**src/rtl/tbgd_pkg.sv**
```systemverilog
package tbgd_pkg;

  localparam int SCORE_W = 16;
  localparam int DIST_W  = 16;
  localparam int ANGLE_W = 15;
  localparam int POS_W   = 10;
  localparam int COORD_W = 12;
  localparam int SIZE_W  = 13;
  localparam int CFG_W   = 16;
  localparam int CFG_IDX_W = 2;

  // Q.30 CORDIC datapath, one guard bit above the sign
  localparam int CD_W = 33;

  localparam int IN_DATA_W  = 120;
  localparam int OUT_DATA_W = 64;

  localparam logic signed [ANGLE_W-1:0] ANGLE_MAX = 15'sd12868;
  localparam logic signed [ANGLE_W-1:0] ANGLE_MIN = -15'sd12868;
  localparam logic signed [CD_W-1:0]    CORDIC_GAIN = 33'sd652032874;
  localparam logic [COORD_W-1:0]        COORD_MAX = 12'd4095;

  localparam int ATAN_ENTRIES = 24;
  localparam logic [31:0] ATAN_Q30 [ATAN_ENTRIES] = '{
    32'd843314857, 32'd497837829, 32'd263043837, 32'd133525159,
    32'd67021687,  32'd33543516,  32'd16775851,  32'd8388437,
    32'd4194283,   32'd2097149,   32'd1048576,   32'd524288,
    32'd262144,    32'd131072,    32'd65536,     32'd32768,
    32'd16384,     32'd8192,      32'd4096,      32'd2048,
    32'd1024,      32'd512,       32'd256,       32'd128
  };

  typedef enum logic [CFG_IDX_W-1:0] {
    REG_SCORE_THRESHOLD = 2'd0,
    REG_IMAGE_WIDTH     = 2'd1,
    REG_IMAGE_HEIGHT    = 2'd2,
    REG_UNUSED          = 2'd3
  } cfg_reg_e;

  typedef struct packed {
    logic [SCORE_W-1:0] score;
    logic [DIST_W-1:0]  dist_top;
    logic [DIST_W-1:0]  dist_right;
    logic [DIST_W-1:0]  dist_bottom;
    logic [DIST_W-1:0]  dist_left;
    logic [POS_W-1:0]   col;
    logic [POS_W-1:0]   row;
  } cell_info_t;

  typedef struct packed {
    logic signed [CD_W-1:0] x;
    logic signed [CD_W-1:0] y;
    logic signed [CD_W-1:0] z;
    cell_info_t             info;
  } cordic_t;

  typedef struct packed {
    logic [COORD_W-1:0] start_x;
    logic [COORD_W-1:0] start_y;
    logic [COORD_W-1:0] end_x;
    logic [COORD_W-1:0] end_y;
    logic [SCORE_W-1:0] score;
  } box_t;

endpackage

```
**src/rtl/tbgd_cordic_cell.sv**
```systemverilog
module tbgd_cordic_cell #(
  parameter int STAGE = 0
) (
  input  logic              clk_i,
  input  logic              rst_ni,
  input  logic              en_i,
  input  logic              valid_i,
  input  tbgd_pkg::cordic_t data_i,
  output logic              valid_o,
  output tbgd_pkg::cordic_t data_o
);
  import tbgd_pkg::*;

  logic signed [CD_W-1:0] xs, ys, atan;
  cordic_t data_d, data_q;
  logic    valid_q;

  always_comb begin
    xs     = data_i.x >>> STAGE;
    ys     = data_i.y >>> STAGE;
    atan   = $signed({1'b0, ATAN_Q30[STAGE]});
    data_d = data_i;
    // rotate toward zero residual angle
    if (!data_i.z[CD_W-1]) begin
      data_d.x = data_i.x - ys;
      data_d.y = data_i.y + xs;
      data_d.z = data_i.z - atan;
    end else begin
      data_d.x = data_i.x + ys;
      data_d.y = data_i.y - xs;
      data_d.z = data_i.z + atan;
    end
  end

  always_ff @(posedge clk_i or negedge rst_ni) begin
    if (!rst_ni) begin
      valid_q <= 1'b0;
    end else if (en_i) begin
      valid_q <= valid_i;
    end
  end

  always_ff @(posedge clk_i) begin
    if (en_i) begin
      data_q <= data_d;
    end
  end

  assign valid_o = valid_q;
  assign data_o  = data_q;

endmodule

```
**config.mk**
```make
export PLATFORM = sky130hd
export DESIGN_NAME = tbgd_cordic_cell
export DESIGN_NICKNAME = d
export VERILOG_FILES = /design/src/rtl/tbgd_pkg.sv /design/src/rtl/tbgd_cordic_cell.sv
export SDC_FILE = /design/constraint.sdc
export NUM_CORES = 1
export LEC_CHECK = 0
export BUFFER_PORTS_ARGS = -buffer_cell sky130_fd_sc_hd__buf_2
export CAP_MARGIN = 30
export CORE_UTILIZATION = 30
export DETAILED_ROUTE_END_ITERATION = 12
export PLACE_DENSITY_LB_ADDON = 0.08
export SKIP_LAST_GASP = 1
export SLEW_MARGIN = 10
export SYNTH_ARGS = -nofsm -noshare
export SYNTH_HDL_FRONTEND = slang
export SYNTH_SLANG_ARGS = --single-unit
export TNS_END_PERCENT = 1
```
**constraint.sdc**
```tcl
create_clock -name clk_i -period 0.95 [get_ports clk_i]
set_clock_uncertainty 0.1 [all_clocks]
set_input_delay 0.0475 -clock clk_i [delete_from_list [all_inputs] [get_ports clk_i]]
set_output_delay 0.0475 -clock clk_i [all_outputs]
set_load 0.005 [all_outputs]
```
Word-level counts from Yosys, hierarchy flattened:

Cells that the tools add are included.

* add/sub/neg operators: 5
* $mul: 0
* divide/modulo/power cells: 0
* magnitude comparators: 0
* equal/unequal tests: 0
* shifts and indexed selects: 0
* muxes and demuxes: 1
* bitwise gates (word level): 0
* reductions and logical operators: 0

Operators by type and width (number)
* $mux 99: 1
* $sub 33x33->33: 2
* $add 33x31->33 const B: 1
* $add 33x33->33: 1
* $sub 33x31->33 const B: 1

* register bits after elaboration: 200
* latch bits: 0
* RAM bits: 0
* memory bits (read-only): 0
* bits of input ports: 203
* output and inout bits: 200
* logic and storage cells: 17
* memories: 0

Longest topological paths before layout:

Gate-level depths: netlist of run 1.

* depth in word-level cells: 2
* gate-level depth with buffers: 13
* gate-level depth less buffers: 12

Worst setup path after synthesis of run 1:

OpenSTA, ideal clock, no wires.

* kind: input port to flip-flop
* start point: input data_i[132] (netlist name)
* end point: register data_q, in the netlist data_o[129] (data pin)
* setup time: 260 ps
* arrival: 3103 ps
* data required time: 590 ps
* slack: -2513 ps
* cell stages on the path: 13
* buffers on the path: 2
* path through: clkinv_1 -> clkbuf_1 -> buf_1 -> ha_1 -> a21o_1 -> a21o_1 -> a21o_1 -> a221oi_1 -> o31ai_1 -> a21oi_2 -> o21ai_1 -> a221oi_2 -> xnor2_1

RTL lines
* start: declaration: line tbgd_cordic_cell.sv:8 `input tbgd_pkg::cordic_t data_i,`
* end signal: assignment: line tbgd_cordic_cell.sv:45 `data_q <= data_d;`
* end: declaration: line tbgd_cordic_cell.sv:15 `cordic_t data_d, data_q;`

==> results of run 1 <==
-- stage by stage --
stage / cell area [um2] / hold slack (ps) / utilization / setup TNS (ps)
final: 21800 / 31.8 / 0.504 / -195840
after global routing: 21800 / 46.5 / 0.504 / -216810
after global placement: 19300 / -276 / 0.444 / -151930
after detailed placement: 19300 / -276 / 0.444 / -152680
after CTS: 21300 / 6.33 / 0.491 / -196760
after floorplan: 13400 / -348 / - / -108760
-- logic make-up after synthesis --
kind of cell | count (synthesis) | synth area share
adders and majority gates | 131 | 0.126
and+or+nand+nor | 294 | 0.109
muxes | 16 | 0.0122
buffers and inverters | 158 | 0.0474
xor gates and xnor gates | 93 | 0.0614
AOI/OAI and AO/OA | 388 | 0.194
DFF | 199 | 0.450
-- path summary, 6_finish.rpt --
kind                                          start  slack, ps               endpoint
worst min register to register  valid_o$_DFFE_PN0P_        420    valid_o$_DFFE_PN0P_
worst max register to register  valid_o$_DFFE_PN0P_        110    valid_o$_DFFE_PN0P_
worst min-delay path                    data_i[131]         30  data_o[131]$_DFFE_PP_
min in group asynchronous                    rst_ni        310    valid_o$_DFFE_PN0P_
worst max-delay path                    data_i[167]      -1400  data_o[165]$_DFFE_PP_
max in group asynchronous                    rst_ni        340    valid_o$_DFFE_PN0P_
-- where the power goes --
group          internal [mW]  switching [mW]  total, mW
Sequential              11.0           0.330       11.4
Combinational           5.38            5.30       10.7
Clock                   3.57            3.87       7.44
-- state kept, by name (all words and copies together), names as in the netlist --
register  count
data_o      198
valid_o       1
-- layout by cell type, fill, tap and decap left out, types with 13 or more instances in the layout --
cell type        n
a21o_1          34
a21oi_1        116
a21oi_2         13
buf_2          390
buf_4          439
clkbuf_16       17
dlygate4sd3_1  106
edfxtp_1       198
ha_1           101
ha_4            16
inv_1           92
mux2i_1         14
nand2_1         69
nand3_1         15
nor2_1          91
nor2b_1         14
nor3_1          16
o21a_1          15
o21ai_0         54
o21bai_1        20
xnor2_1         76
xor2_1          15
-- timing repair --
item / 4_1_cts / 5_1_grt
gates resized for setup: 69 / 98
hold buffers: 106 / 0
pin swaps: 32 / 49
buffers inserted: 7 / 8
setup endpoints to repair: 292 / 491
hold endpoints to repair: 140 / 0
-- area by class of cell --
| class | count | share of cell area |
|---|---|---|
| multi-input cells | 922 | 0.341 |
| repair buffers | 958 | 0.305 |
| flip-flops and latches | 199 | 0.273 |
| well taps | 585 | 0.0335 |
| inverters | 107 | 0.0195 |
| clock buffers | 17 | 0.0195 |
| clock inverters | 15 | 0.00836 |
| diodes | 1 | 0.000115 |
-- critical path: cells and delay by family --
kind            cells  cell delay [ps]
xor+xnor            1               80
fa+ha+maj           1              220
buf+inv             2              290
simple gates        2              550
compound gates      6             1240
-- per-layer routing --
layer | routed length, um | share of wire | GRT usage
met1 | 21500 | 0.42 | 0.265
met2 | 25500 | 0.50 | 0.392
met3 | 2430 | 0.048 | 0.0329
met4 | 1250 | 0.025 | 0.0779
met5 | 13 | 0.00026 | 0
==> flow_summary.json, run 1 <==
{
  "grt_pass1_wl_um": 74900,
  "drive_gt1_frac": 0.464,
  "dp_cells": 2650,
  "die_w_um": 212,
  "hold_depth": 4,
  "dieArea_mm2": 0.0451,
  "critical_path_arrival_ps": 2470,
  "cts_htree_levels": 4,
  "dieHeight_um": 212,
  "reg2regPathDepth": 1,
  "hp-class": "in2reg",
  "synth_most_common_cell": "edfxtp_1",
  "final_cells": 2804,
  "peakVddDrop_mv": 0.948,
  "wirelength_um": 50700,
  "grt_overflow": 0,
  "cts-root-buf": "clkbuf_16",
  "syn_avg_cell_area_um2": 10.4,
  "synth.distinct_cells": 84,
  "worstSetupStartpointType": "input pin",
  "clock_path_buffers": 2,
  "drc": 0,
  "max_freq_mhz": 425,
  "ys_warn_count": 0,
  "first_pass_iters": 7,
  "max_slew.worst_pin.slew_ps": 563,
  "post-route-min-period_ps": 2350,
  "ios": 403,
  "core_area_mm2": 0.0434,
  "track_usage": 0.219,
  "grt_pass1_vias": 13265,
  "synthCells": 1279,
  "drtIter0Drc": 647,
  "ant_nets": 0,
  "regArea_mm2": 0.00597,
  "hpwl_um": 40900,
  "synth_top_area_frac": 0.448,
  "async_flop_share": 0.00503,
  "cp-end-kind": "flip-flop",
  "synth-edff-count": 198,
  "synthToLayoutAreaGrowth_pct": 64.6,
  "synth_commonest_cells": "edfxtp_1, a21oi_1, ha_1, inv_1, nor2_1",
  "yosysSeqAreaShare": 0.450,
  "slew_violations": 0,
  "cellPowerDensity_mw_per_mm2": 1350,
  "max_slew_margin": 0.625,
  "power.total_mw": 29.5,
  "maxCapViolations": 0,
  "rsz0062_at_grt": "true",
  "cts_sinks": 199,
  "synth.area.top_cells": "edfxtp_1, ha_1, xnor2_1, a21oi_1, inv_1",
  "port_buffers": 402,
  "clk_pin_slew_worst_paths_ps": 80,
  "synth_top_area_cell": "edfxtp_1",
  "rows": 76,
  "status": "finished, violations left",
  "critical_path_class": "in2reg",
  "ys.flop_type": "edfxtp_1",
  "vias": 13086,
  "required_ps": 1060,
  "synthesis.area_mm2": 0.0133,
  "fill_cells": 4111,
  "wl_per_cell_um": 18.1,
  "syn_nets": 1613,
  "cp_slowest_cell": "or4b_4",
  "crit_chain": "buf_2, buf_4, fa_2, nand2b_4, a221oi_4, o221ai_4, o21ai_4, a21oi_4, o21a_4, or4b_4, o211ai_2, xor2_1",
  "failed_checks": "negative setup slack",
  "place.gp.congestion": 0.897,
  "hold_viol_final": 0,
  "slowest_delay_ps": 480,
  "start_util": 0.306,
  "multiInputGateArea_mm2": 0.00744,
  "viasPerCell": 4.67,
  "antenna_found_initial": 2,
  "setup_ws_ps": -1400,
  "fin_crit_sh": 2.48,
  "path_max_fanout": 4,
  "cts_buffers": 17,
  "post-place-ws_ps": -2210,
  "setup_viol": 491,
  "grt_max_degree": 39,
  "p_leak_nw": 9.95,
  "cts_tree": "done",
  "finalNetCount": 2539,
  "synth.ff_latch_count": 199,
  "insertion_delay_ps": 470
}
Power figures use the tool's default switching activity.
==> inputs of run 2 (changes only) <==
CAP_MARGIN = 5   (was 30)
PLACE_DENSITY_LB_ADDON = unset   (was 0.08)
==> run 2 against run 1 <==
Net effect:
- the flow finishes with violations (negative hold slack, negative setup slack)
- utilization rose by 0.18 points
- setup slack got worse by 27 ps
- register-to-register slack got worse by 50 ps
- first-iteration DRC count rose by 28%
- worst hold slack got worse by 37 ps
- critical path depth rose by 1
- power rose by 0.41%
- clock power rose by 0.7%
- non-clock buffer count fell by 2
- sequential power barely moved
- clock-buffer cell count did not move
==> flow_summary.json, run 2 (synthesized netlist as in run 1, its figures left out) <==
{
  "hold_depth": 3,
  "critical_path_class": "in2reg",
  "cp-end-kind": "flip-flop",
  "viasPerCell": 4.83,
  "ios": 403,
  "vias": 13526,
  "wl_per_cell_um": 18.1,
  "reg2reg_from": "valid_o$_DFFE_PN0P_",
  "peakVddDrop_mv": 0.865,
  "worstHoldEndpoint": "data_o[101]$_DFFE_PP_",
  "setup_ws_ps": -1430,
  "hp-class": "in2reg",
  "cts_sinks": 199,
  "place.gp.congestion": 0.905,
  "cts_hold_buf": 107,
  "synthToLayoutAreaGrowth_pct": 65.2,
  "cts_htree_levels": 4,
  "power.total_mw": 29.6,
  "finalNetCount": 2538,
  "dieArea_mm2": 0.0451,
  "rows": 76,
  "required_ps": 1070,
  "worstSetupStartpointType": "input pin",
  "drc": 0,
  "mostFrequentLayoutCell": "buf_4",
  "post-route-min-period_ps": 2380,
  "antenna_found_initial": 1,
  "holdCritStartpoint": "data_i[132]",
  "failed_checks": "negative hold slack, negative setup slack",
  "max_slew_margin": 0.372,
  "hold_viol_final": 1,
  "drtIter0Drc": 830,
  "grt_pass1_vias": 13812,
  "setup_viol": 295,
  "ant_nets": 0,
  "first_pass_iters": 5,
  "startpoint": "data_i[169]",
  "grt_overflow": 0,
  "fin_tns_setup_ps": -128810,
  "status": "finished, violations left",
  "cts_tree": "done",
  "regToRegSetupSlack_ps": 60,
  "core_area_mm2": 0.0434,
  "clk_pin_slew_worst_paths_ps": 80,
  "path_max_fanout": 5,
  "port_buffers": 402,
  "insertion_delay_ps": 460,
  "cts_buffers": 17,
  "maxCapViolations": 0,
  "largest_reg_flops": 198,
  "reg2regPathDepth": 1,
  "fin_crit_sh": 2.51,
  "slew_violations": 0,
  "cts-root-buf": "clkbuf_16",
  "wirelength_um": 50800,
  "hpwl_um": 39400,
  "stdcell_area_mm2": 0.0219,
  "grt_max_degree": 76,
  "critical_path_arrival_ps": 2500,
  "drive_gt1_frac": 0.460,
  "dieHeight_um": 212,
  "max_freq_mhz": 420,
  "dpl_cell_area_mm2": 0.0192,
  "max_slew.worst_pin.slew_ps": 941,
  "start_util": 0.306,
  "grt_pass1_wl_um": 75400,
  "rr_endpoint": "valid_o$_DFFE_PN0P_",
  "die_w_um": 212,
  "final_cell_mix": "buf_4, buf_2, edfxtp_1",
  "cellPowerDensity_mw_per_mm2": 1350,
  "hold_ws_ps": -4.78,
  "rsz0062_at_grt": "true",
  "p_leak_nw": 9.95,
  "track_usage": 0.220,
  "clock_path_buffers": 2
}
==> run 2: per-stage QoR <==
stage | setup slack [ps] | instances | utilization
after CTS | -1340 | 2799 | 0.500
after global placement | -2140 | 2649 | 0.444
final | -1430 | 2803 | 0.506
after detailed placement | -2330 | 2649 | 0.444
after floorplan | -1700 | 1279 | -
after global routing | -1470 | 2803 | 0.506
==> run 2: what timing repair did <==
action | CTS | global route
endpoints found under the hold margin | 125 | 1
resized for setup | 121 | 49
gates cloned | 1 | 0
setup endpoints to repair | 294 | 297
pin swaps | 61 | 34
setup buffers | 13 | 3
==> run 2: worst max-delay path, cell delays in order <==
cell	delay, ps
buf_2	120
buf_4	120
ha_2	190
buf_4	130
inv_1	60
a221oi_4	370
o221ai_4	190
o21ai_4	250
a21oi_4	120
o21a_4	240
or4b_4	480
o211ai_2	90
xor2_1	90
==> run 2: worst max path at each step <==
stage | to | slack (ps) | cells past startpoint
after global routing | data_o[165]$_DFFE_PP_ | -1470 | 13
after floorplan | data_o[132]$_DFFE_PP_ | -1700 | 13
after global placement | data_o[163]$_DFFE_PP_ | -2140 | 14
after detailed placement | data_o[163]$_DFFE_PP_ | -2330 | 14
after CTS | data_o[165]$_DFFE_PP_ | -1340 | 13
final | data_o[165]$_DFFE_PP_ | -1430 | 13
==> run 2: power by group <==
part	switching [mW]	total (mW)	leakage, nW	internal [mW]
Combinational	5.33	10.7	7.70	5.36
Sequential	0.371	11.4	1.95	11.0
Clock	3.89	7.49	0.299	3.60
Total	9.60	29.6	9.95	20.0
==> run 2: per-layer routing <==
metal	vias up	GRT usage	wire length [um]
met2	490	0.394	25700
met4	0	0.0995	1850
met3	85	0.0402	2920
li1	6518	-	-
met1	6433	0.254	20400
met5	-	0	0
==> run 2: final cells by class <==
class,instances,area [um2]
clock inverters,15,193
fillers,3974,21400
clock buffers,17,425
repair buffers,956,6640
flip-flops and latches,199,5970
multi-input cells,922,7520
well taps,585,732
diodes,1,2.50
repair inverters,1,8.76
inverters,107,422
==> inputs of run 3 (changes only) <==
BUFFER_PORTS_ARGS = unset   (was -buffer_cell sky130_fd_sc_hd__buf_2)
DONT_BUFFER_PORTS = 1   (was unset)
SLEW_MARGIN = unset   (was 10)
==> run 3 against run 2 <==
Net effect:
- die area is the same
- the run still ends with negative hold slack, negative setup slack left
- sequential power grew 4%
- fmax increased by 7.4%
- register-to-register slack worse by 20 ps
- first-iteration DRC count decreased by 19%
- largest cell class unchanged
- flip-flop and latch count unchanged
- final cell count decreased by 18%
- global-route usage decreased by 1.9 points
==> flow_summary.json, run 3 (synthesized netlist as in run 1, its figures left out) <==
{
  "post-route-min-period_ps": 2220,
  "wl_per_cell_um": 20.1,
  "dieHeight_um": 212,
  "port_buffers": 0,
  "dieArea_mm2": 0.0451,
  "peakVddDrop_mv": 1.40,
  "max_freq_mhz": 451,
  "antennaDiodeCount": 0,
  "max_slew_margin": 0.549,
  "ant_nets": 0,
  "post-route-util": 0.430,
  "cts_sinks": 199,
  "rsz0062_at_grt": "true",
  "cp-end-kind": "flip-flop",
  "finalNetCount": 2043,
  "failed_checks": "negative hold slack, negative setup slack",
  "stdcell_area_mm2": 0.0186,
  "rows": 76,
  "cts_tree": "done",
  "setup_viol": 288,
  "core_area_mm2": 0.0434,
  "antenna_found_initial": 0,
  "cts_htree_levels": 4,
  "drc": 0,
  "cts_buffers": 17,
  "setup_ws_ps": -1270,
  "status": "finished, violations left",
  "clk_pin_slew_worst_paths_ps": 70,
  "ios": 403,
  "reg2regPathDepth": 1,
  "drtIter0Drc": 669,
  "fin_crit_sh": 2.33,
  "maxCapViolations": 0,
  "start_util": 0.306,
  "required_ps": 1090,
  "hold_depth": 0,
  "grt_pass1_vias": 11399,
  "grt_pass1_wl_um": 67800,
  "dpl_cell_area_mm2": 0.0165,
  "multiInputGateArea_mm2": 0.00713,
  "vias": 11438,
  "final_cell_mix": "buf_4, edfxtp_1, a21oi_1",
  "grt_max_degree": 200,
  "fin_tns_setup_ps": -97500,
  "mostFrequentLayoutCell": "buf_4",
  "grt_overflow": 0,
  "wirelength_um": 46500,
  "critical_path_arrival_ps": 2350,
  "insertion_delay_ps": 490,
  "first_pass_iters": 5,
  "max_slew.worst_pin.slew_ps": 677,
  "hpwl_um": 35800,
  "cts-root-buf": "clkbuf_16",
  "place.gp.congestion": 0.919,
  "track_usage": 0.201,
  "die_w_um": 212,
  "synthToLayoutAreaGrowth_pct": 40.5,
  "path_max_fanout": 92,
  "hold_ws_ps": -416,
  "worstSetupStartpointType": "input pin",
  "hold_viol_final": 196,
  "hp-class": "in2reg",
  "cellPowerDensity_mw_per_mm2": 1460,
  "p_leak_nw": 7.83,
  "critical_path_class": "in2reg",
  "largest_reg_flops": 198,
  "cts_hold_buf": 106,
  "fill_cells": 4154,
  "clock_path_buffers": 2,
  "drive_gt1_frac": 0.278,
  "viasPerCell": 4.96,
  "slew_violations": 0,
  "regArea_mm2": 0.00597
}
## run 3: cell types whose count changed in the layout (fill, tap and decap cells not counted), sizes merged
cell         change
clkinvlp         +1
clkinv           -2
inv              -1
diode            -1
dlygate4sd3      -1
buf            -492
## run 3: cell type report
cell class                      instances  share of cell area
Clock buffer                           18              0.0230
Clock inverter                         14              0.0103
Inverter                              107              0.0236
Multi-Input combinational cell        922               0.382
Sequential cell                       199               0.320
Tap cell                              585              0.0393
Timing Repair Buffer                  462               0.201
## run 3: layer usage
| layer | vias to the layer above | wire (um) | track usage |
|---|---|---|---|
| met5 | - | 0 | 0 |
| met4 | 0 | 1440 | 0.0866 |
| met3 | 61 | 3080 | 0.0513 |
| met2 | 402 | 22900 | 0.349 |
| met1 | 5449 | 19100 | 0.234 |
| li1 | 5526 | - | - |
## run 3: final timing paths
kind,start,endpoint,slack [ps]
max in group asynchronous,rst_ni,valid_o$_DFFE_PN0P_,420
min reg2reg,valid_o$_DFFE_PN0P_,valid_o$_DFFE_PN0P_,500
min in group asynchronous,rst_ni,valid_o$_DFFE_PN0P_,220
max reg2reg,valid_o$_DFFE_PN0P_,valid_o$_DFFE_PN0P_,40
max,data_i[132],data_o[132]$_DFFE_PP_,-1270
min,en_i,data_o[172]$_DFFE_PP_,-420
## run 3: critical path, cell delays in order
cell and delay, ps:
clkinv_16 50, buf_12 130, ha_4 270, nand2_4 50
or3_1 400, o211a_4 170, a2111oi_4 340, buf_4 190
o21ai_4 50, o21ai_2 160, a2111oi_2 90, or3_1 350
## run 3: report_power, final
group / total [mW] / internal, mW / leakage, nW / switching (mW)
Combinational: 7.80 / 3.94 / 5.58 / 3.86
Clock: 7.58 / 3.61 / 0.298 / 3.97
Sequential: 11.9 / 11.1 / 1.95 / 0.807
Total: 27.3 / 18.6 / 7.83 / 8.63
## run 3: repair_timing
action	in CTS	in global routing
endpoints found under the hold margin	374	259
pin swaps	35	14
setup buffers	10	1
endpoints found under the setup margin	288	288
resized for setup	56	19
## run 3: metrics by stage
stage	total power [mW]	setup slack [ps]	hold slack, ps	instances
after floorplan	15.7	-1700	-348	1279
after global placement	19.0	-2010	-348	2158
after detailed placement	19.1	-2050	-348	2158
after CTS	27.4	-1220	-457	2306
after global routing	28.6	-1350	-448	2307
final	27.3	-1270	-416	2307
